==> src/hdl/dia_pkg.sv <==
// ----------------------------------------------------------------------------
// dia_pkg
// Shared types and constants of the descriptor id allocator: pool geometry,
// action and status codes, controller states, command/status structs and the
// lowest-set-bit encoder used by the bitmap scan.
// ----------------------------------------------------------------------------
package dia_pkg;

  // pool geometry
  localparam int unsigned MAX_IDS   = 256;
  localparam int unsigned WORD_BITS = 64;
  localparam int unsigned NUM_WORDS = MAX_IDS / WORD_BITS;
  localparam int unsigned BIT_W     = $clog2(WORD_BITS);
  localparam int unsigned WIDX_W    = $clog2(NUM_WORDS);
  localparam int unsigned HINT_W    = $clog2(MAX_IDS) + 1;
  localparam int unsigned ID_W      = 8;
  localparam int unsigned HANDLE_W  = 32;
  localparam int unsigned ACTION_W  = 3;
  localparam int unsigned STATUS_W  = 2;

  // action codes
  typedef enum logic [ACTION_W-1:0] {
    OP_ALLOC   = 3'd0,
    OP_RESERVE = 3'd1,
    OP_RELEASE = 3'd2,
    OP_CLOSE   = 3'd3,
    OP_LOOKUP  = 3'd4,
    OP_BIND    = 3'd5
  } op_t;

  // result status codes
  typedef enum logic [STATUS_W-1:0] {
    ST_OK      = 2'd0,
    ST_FULL    = 2'd1,
    ST_RANGE   = 2'd2,
    ST_REFUSED = 2'd3
  } status_t;

  // controller states
  typedef enum logic [2:0] {
    S_IDLE,
    S_EXEC,
    S_SCAN,
    S_WALK,
    S_FINISH
  } state_t;

  // controller to datapath
  typedef struct packed {
    logic capture;   // item accepted this cycle
    logic exec;      // decode and apply the part done in the execute state
    logic scan;      // examine one bitmap word for alloc
    logic walk;      // advance the hint over used ids
    logic load_out;  // move the result into the output register
  } dia_cmd_t;

  // datapath to controller
  typedef struct packed {
    logic is_alloc;
    logic need_walk;
    logic scan_done;
    logic walk_done;
    logic out_free;
  } dia_stat_t;

  // index of the lowest set bit of a bitmap word
  function automatic logic [BIT_W-1:0] lowest_set(input logic [WORD_BITS-1:0] v);
    logic [BIT_W-1:0] idx;
    idx = '0;
    for (int i = WORD_BITS - 1; i >= 0; i--) begin
      if (v[i]) idx = BIT_W'(i);
    end
    return idx;
  endfunction

endpackage

==> src/hdl/dia_ctrl.sv <==
// ----------------------------------------------------------------------------
// dia_ctrl
// Sequencer of the allocator: takes one item at a time, steps the datapath
// through execute, word scan or hint walk, and hands the result to the
// output register once it is free.
// ----------------------------------------------------------------------------
module dia_ctrl (
  input  logic               clk,
  input  logic               rst,
  input  logic               in_valid,
  output logic               in_stall,
  input  dia_pkg::dia_stat_t stat,
  output dia_pkg::dia_cmd_t  cmd
);

  dia_pkg::state_t state;
  dia_pkg::state_t state_next;

  // state register
  always_ff @(posedge clk) begin
    if (rst) begin
      state <= dia_pkg::S_IDLE;
    end else begin
      state <= state_next;
    end
  end

  // next state and commands
  always_comb begin
    state_next = state;
    cmd        = '0;
    in_stall   = 1'b1;
    unique case (state)
      dia_pkg::S_IDLE: begin
        in_stall    = 1'b0;
        cmd.capture = in_valid;
        if (in_valid) state_next = dia_pkg::S_EXEC;
      end
      dia_pkg::S_EXEC: begin
        cmd.exec = 1'b1;
        if (stat.is_alloc) begin
          state_next = dia_pkg::S_SCAN;
        end else if (stat.need_walk) begin
          state_next = dia_pkg::S_WALK;
        end else begin
          state_next = dia_pkg::S_FINISH;
        end
      end
      dia_pkg::S_SCAN: begin
        cmd.scan = 1'b1;
        if (stat.scan_done) state_next = dia_pkg::S_FINISH;
      end
      dia_pkg::S_WALK: begin
        cmd.walk = 1'b1;
        if (stat.walk_done) state_next = dia_pkg::S_FINISH;
      end
      dia_pkg::S_FINISH: begin
        if (stat.out_free) begin
          cmd.load_out = 1'b1;
          state_next   = dia_pkg::S_IDLE;
        end
      end
      default: begin
        state_next = dia_pkg::S_IDLE;
      end
    endcase
  end

endmodule

==> config.mk <==
export PLATFORM = sky130hd
export DESIGN_NAME = dia_ctrl
export DESIGN_NICKNAME = d
export VERILOG_FILES = /design/src/hdl/dia_pkg.sv /design/src/hdl/dia_ctrl.sv
export SDC_FILE = /design/constraint.sdc
export NUM_CORES = 1
export LEC_CHECK = 0
export BUFFER_PORTS_ARGS = -buffer_cell sky130_fd_sc_hd__buf_2
export CORE_AREA = 2 2 39 41
export DETAILED_ROUTE_END_ITERATION = 12
export DIE_AREA = 0 0 41 43
export PLACE_DENSITY = 0.48
export SYNTH_ARGS = -nofsm -noshare
export SYNTH_HDL_FRONTEND = slang
export SYNTH_SLANG_ARGS = --single-unit
==> constraint.sdc <==
create_clock -name clk -period 1.3 [get_ports clk]
set_input_delay 0.065 -clock clk [delete_from_list [all_inputs] [get_ports clk]]
set_output_delay 0.065 -clock clk [all_outputs]
set_load 0.05 [all_outputs]
==> metrics.md, run 1 <==
| Metric | Value |
|---|---|
| Maximum vdd drop | 900 uV |
| Router iterations before antenna repair | 2 |
| Initial antenna violation count | 0 |
| Worst path required time | 1240 ps |
| Grt ovf | 0 |
| Achievable Freq | 0.745 GHz |
| Power Internal | 0.668 mW |
| Register area share after synthesis | 0.224 |
| Final ANT Viol Nets | 0 |
| Largest Register | state |
| Fraction of registers with async set/reset | 0 |
| Routed len/inst | 10.6 um |
| Crit-path cells | buf_6 -> or3_4 -> nor2_4 -> buf_8 |
| Die Wd | 41 um |
| Initial drt markers | 1 |
| Number of max-cap violations | 0 |
| Crit Path Max Fanout | 6 |
| Clock Power Share | 0.135 |
| Post-DP Area | 405 um2 |
| Synth Register Bits | 3 |
| Setup Viol. Count Final | 2 |
| DP HPWL | 525 um |
| Place WS | -21.7 ps |
| Nets | 63 |
| Net count after synthesis | 38 |
| Cell count after synthesis | 30 |
| Design area | 514 um2 |
| Final worst setup slack | -42.7 ps |
| Die ar. | 1760 um2 |
| NetSw | 0.556 mW |
| Yosys warns | 0 |
| Run status | finished with violations |
| Total power | 1.22 mW |
| Hold-fix buffers, CTS | 0 |
| Largest register FFs | 3 |
| Number of core rows | 14 |
| Port Buffers | 13 |
| Die height | 43 um |
| Unrepaired setup endpoints after global routing | yes |
| P_leak | 0.235 nW |
| CP max stage delay | 350 ps |
| Root Driver | clkbuf_4 |
| Placer Congestion | 0.743 |
| Final wirelength | 745 um |
| PwrDens | 2380 nW/um2 |
| First-pass GRT wire length | 1020 um |
| Number of synthesized flops with an enable pin | 0 |
| Failing checks | setup timing |
| CTS buffer count | 3 |
| CTS H-tree lvls | 1 |
| Synthesis-to-finish area growth | 92.1% |
| Most common cell in the netlist | nor2_1 |
| Clock transition at path regs | 40 ps |
| Arr. time, crit path | 1280 ps |
| Synth Cell Area | 268 um2 |
| Later-pin clock latency in the skew report | 240 ps |
| Hold crit path type | in2reg |
| Post-synth top area cell | dfxtp_1 |
| Netlist cell types | 18 |
| Switching Share | 0.454 |
| Share of layout cells above drive strength 1 | 0.722 |
| Seq pwr share | 0.134 |
| Starting Density | 0.193 |
| Avg Cell Area, Syn | 8.93 um2 |
| Drt via density | 4.36 |
| CTS max path bufs | 2 |
| CTS tree | done |
| Vias in the first global route | 268 |
| Combinational share of power | 0.731 |
| Final period utilization | 1.03 |
| DRC | 0 |
| Global Route Usage Sum | 0.0872 |
| Worst relative slew slack | 0.731 |
| Worst clock skew | 5.86 ps |
| # diodes | 0 |
| Crit Path Class | reg2out |
| Share of the synthesized area in the top cell type | 0.224 |
| Total number of vias | 305 |
| I/O pins | 14 |
| Post-route minimum period | 1340 ps |
| CTS sink count | 3 |
| Top post-synthesis cells by count | 5 x nor2_1, 3 x dfxtp_1, 3 x inv_1 |
| Critical path's slowest cell | or3_4 |
| Largest net degree at the start of global routing | 8 |
| Core area | 1380 um2 |
| Hold Vio Cnt, Final | 0 |
| Dominant cells by area after synthesis | dfxtp_1 22%, mux2_4 11%, o32ai_4 10% |
| Synth Flop Type | dfxtp_1 |
| Slew @ Worst Pin | 393 ps |
| Critical Path End Type | primary output |
| Crit start category | register |
| Max Slew Vio Count | 0 |
| Top flop regs | state (3) |
[worst paths after layout]
kind,to,slack (ps),cells past startpoint,start
setup reg to reg,state[0],-30,3,state[2]
hold reg to reg,state[1],690,2,state[0]
setup / recovery,cmd[4],-40,4,state[2]
hold / removal,state[1],140,3,rst
[stage by stage]
| stage | util | hold WS (ps) | instances | setup TNS [ps] |
|---|---|---|---|---|
| 2_1_floorplan | - | 239 | 30 | -626 |
| 3_3_place_gp | 0.293 | 387 | 64 | -30.7 |
| 3_5_place_dp | 0.293 | 383 | 64 | -41.3 |
| 5_1_grt | 0.372 | 160 | 70 | -216 |
| 4_1_cts | 0.343 | 136 | 68 | -80.2 |
| 6_report | 0.372 | 138 | 70 | -68.2 |
[cell usage in the layout (no fill, tap or decap)]
cell,synthesis,layout
buf_2,0,9
buf_6,1,6
buf_4,0,5
nor2_1,5,3
inv_1,3,3
clkbuf_4,0,3
dfxtp_2,0,3
nor2_4,0,2
nand2_1,2,2
mux2_4,2,2
nand2b_4,0,1
nor3b_4,0,1
or3_4,0,1
nor3_2,0,1
nor3b_1,2,1
o21ai_0,1,1
mux2_2,1,1
o32ai_4,1,1
mux2i_1,1,1
or2_2,1,1
o2bb2ai_1,1,1
o311a_2,1,1
nand2b_1,2,1
a2111oi_0,1,1
clkbuf_1,0,1
buf_8,0,1
[repair_timing]
item	4_1_cts	5_1_grt
resized for setup	12	8
buffers inserted	0	2
endpoints found under the setup margin	7	6
[power groups by stage]
stage	Sequential (mW)	Clock [mW]	Combinational, mW
after floorplan	0.155	0	0.543
after global routing	0.170	0.175	0.949
final	0.165	0.165	0.895
after detailed placement	0.153	0	0.716
after global placement	0.152	0	0.717
after CTS	0.161	0.172	0.804
[worst max-delay path: cells and delay by family (launching register included)]
| kind | cells | cell delay (ps) |
|---|---|---|
| flip-flops | 1 | 320 |
| AND/OR/NAND/NOR | 2 | 450 |
| buffers and inverters | 2 | 280 |
[layer usage]
| layer | share of wire | track usage | wire (um) | vias up |
|---|---|---|---|---|
| met5 | 0 | 0 | 0 | - |
| met4 | 0.021 | 0.0600 | 16 | 0 |
| met3 | 0.056 | 0 | 42 | 2 |
| met2 | 0.49 | 0.141 | 367 | 13 |
| met1 | 0.43 | 0.105 | 319 | 134 |
| li1 | - | - | - | 156 |
[cell families after synthesis]
family | Yosys count | synth area share
AND/OR/NAND/NOR | 14 | 0.271
AO/OA/AOI/OAI | 5 | 0.229
multiplexers | 4 | 0.192
buffers and inverters | 4 | 0.0841
flip-flops | 3 | 0.224
[cell type report]
cell class                      instances  area (um2)
Tap cell                               16        20.0
Timing Repair Buffer                   21         165
Clock buffer                            4        26.3
Sequential cell                         3        63.8
Fill cell                             151         870
Inverter                                3        11.3
Multi-Input combinational cell         23         228
No activity file was read; power rests on OpenSTA's default activity.
==> inputs of run 2 (changes only) <==
Clock period 1.3 ns to 1.1 ns, I/O delays scaled along.
==> run 2 against run 1 <==
  * The run still ends with setup timing left
  * Worst setup slack worse by 200 ps
  * Sequential share of layout area is 0.81 points lower
  * Critical path depth stayed put
  * Sequential power is 21% higher
  * Die area stayed put
  * Combinational power is 31% higher
  * Count of clock-buffer cells in the layout stayed put
  * Register-to-register slack worse by 200 ps
  * Core utilization is 5.7 points higher
  * Final cell count is 7.1% higher
  * Critical path type unchanged
  * Critical endpoint unchanged
==> metrics.md, run 2 (synthesis gave the netlist of run 1 again) <==
| Metric | Value |
|---|---|
| Run status | finished with violations |
| Failing checks | setup timing |
| Routed len/inst | 10.5 um |
| Worst relative slew slack | 0.749 |
| Hold Crit Depth | 4 |
| Worst path required time | 1040 ps |
| Crit start category | register |
| Clock Power Share | 0.128 |
| Hold path endpoint | state[2] |
| Vias in the first global route | 320 |
| P_leak | 0.264 nW |
| Nets | 68 |
| Port Buffers | 13 |
| Hold crit path type | in2reg |
| DRC | 0 |
| CTS sink count | 3 |
| Worst R2R Start | state[2] |
| Critical Path End Type | primary output |
| Commonest non-fill, non-tap cell in the layout | buf_4 |
| Starting Density | 0.193 |
| # diodes | 0 |
| Commonest cells after routing, fill and taps aside | 10 x buf_4, 8 x buf_6, 7 x buf_2 |
| Crit Path Class | reg2out |
| I/O pins | 14 |
| Filler cells | 135 |
| Clock transition at path regs | 40 ps |
| Global Route Usage Sum | 0.109 |
| Post-route minimum period | 1340 ps |
| Largest Register | state |
| Power Internal | 0.870 mW |
| Die ar. | 1760 um2 |
| Critical path's slowest cell | dfxtp_4 |
| Initial drt markers | 7 |
| Largest net degree at the start of global routing | 7 |
| Fin Hold WS | 123 ps |
| Seq pwr share | 0.127 |
| Worst Reg-to-Reg Cells | 3 |
| CTS buffer count | 3 |
| CP max stage delay | 340 ps |
| Reg-to-Reg End | state[0] |
| Unrepaired setup endpoints after global routing | yes |
| Router iterations before antenna repair | 4 |
| Area of the multi-input gates | 251 um2 |
| Arr. time, crit path | 1290 ps |
| Total power | 1.57 mW |
| Die Wd | 41 um |
| Hold-fix buffers, CTS | 0 |
| Placer Congestion | 0.722 |
| Top flop regs | state (3) |
| Initial antenna violation count | 0 |
| Achievable Freq | 0.744 GHz |
| Worst clock skew | 8.11 ps |
| Drt via density | 4.35 |
| Layout Utilization | 0.429 |
| Switching Share | 0.445 |
| Worst path top cell family by delay | simple AND/OR/NAND/NOR gates |
| Number of core rows | 14 |
| Number of max-cap violations | 0 |
| Maximum vdd drop | 1100 uV |
| CTS H-tree lvls | 1 |
| Grt ovf | 0 |
| Later-pin clock latency in the skew report | 240 ps |
| Core area | 1380 um2 |
| R2r setup slk | -230 ps |
| Reg area | 68.8 um2 |
| Final ANT Viol Nets | 0 |
| Slew @ Worst Pin | 367 ps |
| CTS max path bufs | 2 |
| Setup Viol. Count Final | 9 |
| PwrDens | 2640 nW/um2 |
| NetSw | 0.697 mW |
| Final worst setup slack | -244 ps |
| Crit path buffers/inverters | 2 |
| Share of layout cells above drive strength 1 | 0.780 |
| Final wirelength | 789 um |
| Crit Path Max Fanout | 5 |
| CTS tree | done |
| DP HPWL | 570 um |
| Max Slew Vio Count | 0 |
| Synthesis-to-finish area growth | 121% |
| Worst Min Path Start | rst |
| Largest register FFs | 3 |
| Crit-path cells | buf_6 -> or3_4 -> nor2_4 -> buf_8 |
| Combinational share of power | 0.744 |
| Total number of vias | 326 |
| Die height | 43 um |
| Final period utilization | 1.22 |
| Root Driver | clkbuf_4 |
| Hold Vio Cnt, Final | 0 |
| Crit path depth | 4 |
| First-pass GRT wire length | 1280 um |
-- run 2: changes by cell type in the layout (fill, tap and decap cells not counted), moves of 2 or more --
cell     delta
buf_4       +5
buf_6       +2
dfxtp_4     +2
dfxtp_2     -2
buf_2       -2
-- run 2: area by class of cell --
class,instances,share of cell area
multi-input combinational,23,0.424
clock buffer,4,0.0443
inverter,3,0.0190
sequential,3,0.116
timing repair buffer,26,0.363
tap,16,0.0338
-- run 2: worst max path at each step --
stage	startpoint	endpoint
final	state[2]	cmd[4]
after detailed placement	state[2]	state[0]
after CTS	state[2]	cmd[4]
after floorplan	state[2]	state[0]
after global routing	state[2]	cmd[4]
after global placement	state[0]	state[0]
-- run 2: per-layer routing --
metal,track usage,share of wire,up-vias
met5,0,0,-
met3,0.0471,0.063,0
met1,0.135,0.41,149
met2,0.153,0.53,12
met4,0.0600,0,0
li1,-,-,165
-- run 2: per-stage QoR --
step | TNS, ps | setup WS (ps) | cell area, um2 | std cells
CTS | -1490 | -247 | 568 | 73
detailed placement | -858 | -221 | 439 | 65
global placement | -831 | -201 | 439 | 65
global route | -1910 | -292 | 593 | 75
floorplan | -993 | -262 | 313 | 30
finish | -1530 | -244 | 593 | 75
-- run 2: power groups by stage --
stage	registers (mW)	logic [mW]	clock network (mW)
floorplan	0.190	0.716	0
global placement	0.192	0.926	0
detailed placement	0.191	0.923	0
CTS	0.200	1.12	0.207
global route	0.206	1.23	0.220
finish	0.199	1.17	0.201
-- run 2: worst register-to-register path, cell delays in order, from the launching register on --
cell	delay [ps]
dfxtp_4	350
mux2_4	320
o32ai_4	240
mux2_4	320
-- run 2: what timing repair did --
item / CTS / global route
gates cloned: 0 / 0
hold endpoints to repair: 0 / 0
pin swaps: 4 / 1
endpoints found under the setup margin: 9 / 9
gates resized for setup: 21 / 2
buffers inserted: 4 / 2
==> inputs of run 3 (changes only) <==
Settings changed: PLACE_DENSITY 0.48 to 0.45.
==> run 3 against run 2 <==
  * The run still ends with setup timing left
  * Global-route usage is the same
  * Combinational power grew 15%
  * First-iteration DRC count shrank 43%
  * Die area is the same
  * Fmax grew 0.75%
  * Non-clock buffer count grew 2
  * Count of clock-buffer cells in the layout is the same
  * Largest cell class unchanged
  * Largest power group unchanged
  * Highest routed layer unchanged
==> metrics.md, run 3 (synthesis gave the netlist of run 1 again) <==
| Metric | Value |
|---|---|
| Critical Path End Type | primary output |
| Largest net degree at the start of global routing | 7 |
| Number of max-cap violations | 0 |
| Met3 Track Usage GR | 0.0314 |
| Place WS | -227 ps |
| Post-route minimum period | 1330 ps |
| GR peak layer | met2 |
| Crit Path Class | reg2out |
| Router iterations before antenna repair | 2 |
| Initial antenna violation count | 0 |
| Failing checks | setup timing |
| Total number of vias | 321 |
| Post-DP Area | 447 um2 |
| # diodes | 0 |
| Commonest cells after routing, fill and taps aside | 9 x buf_6, 9 x buf_4, 7 x buf_2 |
| Setup Viol. Count Final | 9 |
| Drt via density | 4.17 |
| Port Buffers | 13 |
| First-pass GRT wire length | 1300 um |
| Placed insts | 66 |
| Worst relative slew slack | 0.767 |
| Later-pin clock latency in the skew report | 230 ps |
| Filler cells | 123 |
| Final worst setup slack | -234 ps |
| Synthesis-to-finish area growth | 150% |
| Die ar. | 1760 um2 |
| DRC | 0 |
| Routed len/inst | 10.4 um |
| Final ANT Viol Nets | 0 |
| Initial drt markers | 4 |
| Die height | 43 um |
| Starting Density | 0.193 |
| Design area | 669 um2 |
| Final period utilization | 1.21 |
| Hold-fix buffers, CTS | 0 |
| Post-Layout Cell Count | 77 |
| Worst clock skew | 3.79 ps |
| Met2 Usage GRT | 0.172 |
| Run status | finished with violations |
| PwrDens | 2600 nW/um2 |
| Vias in the first global route | 324 |
| Crit start category | register |
| Die Wd | 41 um |
| Top flop regs | state (3) |
| DP HPWL | 552 um |
| Arr. time, crit path | 1280 ps |
| Fin Hold WS | 140 ps |
| Slew @ Worst Pin | 341 ps |
| Root Driver | clkbuf_4 |
| CTS sink count | 3 |
| Largest register FFs | 3 |
| Placer Congestion | 0.706 |
| Max Slew Vio Count | 0 |
| Number of core rows | 14 |
| Global Route Usage Sum | 0.109 |
| CTS H-tree lvls | 1 |
| Achievable Freq | 0.750 GHz |
| Crit Path Max Fanout | 4 |
| Maximum vdd drop | 1030 uV |
| CTS max path bufs | 2 |
| CTS buffer count | 3 |
| P_leak | 0.298 nW |
| Global-route met1 utilization | 0.135 |
| Core area | 1380 um2 |
| I/O pins | 14 |
| CTS tree | done |
| Largest Register | state |
| Hold crit path type | in2reg |
| Layout Utilization | 0.484 |
| Clock transition at path regs | 40 ps |
| Share of layout cells above drive strength 1 | 0.803 |
| Hold Vio Cnt, Final | 0 |
| Unrepaired setup endpoints after global routing | yes |
| Worst path required time | 1040 ps |
| Final wirelength | 798 um |
| Grt ovf | 0 |
| Nets | 70 |
[run 3: what timing repair did]
action	4_1_cts	5_1_grt
setup buffers	4	3
endpoints found under the hold margin	0	0
gates resized for setup	26	3
pin swaps	3	0
setup endpoints to repair	9	9
[run 3: final timing paths]
kind,from,endpoint,slack (ps),cells past startpoint
setup / recovery,state[2],cmd[4],-230,4
hold / removal,rst,state[2],140,4
setup reg to reg,state[2],state[0],-230,3
hold reg to reg,state[1],state[0],720,2
[run 3: metal layers]
| layer | share of wire | up-vias | wire length (um) |
|---|---|---|---|
| met5 | 0 | - | 0 |
| met4 | 0 | 0 | 0 |
| met3 | 0.041 | 0 | 33 |
| met2 | 0.54 | 9 | 430 |
| met1 | 0.42 | 144 | 335 |
| li1 | - | 168 | - |
[run 3: per-stage QoR]
stage	TNS, ps	power, mW
5_1_grt	-2020	1.84
3_3_place_gp	-960	1.14
2_1_floorplan	-993	0.906
4_1_cts	-1460	1.66
6_report	-1600	1.74
3_5_place_dp	-949	1.13
[run 3: report_power, final]
part / total, mW / switching (mW) / internal (mW)
registers: 0.219 / 0.0563 / 0.162
clock network: 0.188 / 0.0520 / 0.136
logic: 1.34 / 0.636 / 0.699
[run 3: critical path: stages (launching register included)]
cell	delay [ps]
dfxtp_4	340
buf_6	120
or3_4	340
nor2_4	100
buf_8	150
[run 3: final cells by class]
class / count / area [um2] / area share
inverters: 3 / 11.3 / 0.0168
clock buffers: 4 / 26.3 / 0.0393
well taps: 16 / 20.0 / 0.0299
repair buffers: 28 / 259 / 0.387
multi-input cells: 23 / 282 / 0.421
flip-flops and latches: 3 / 71.3 / 0.107
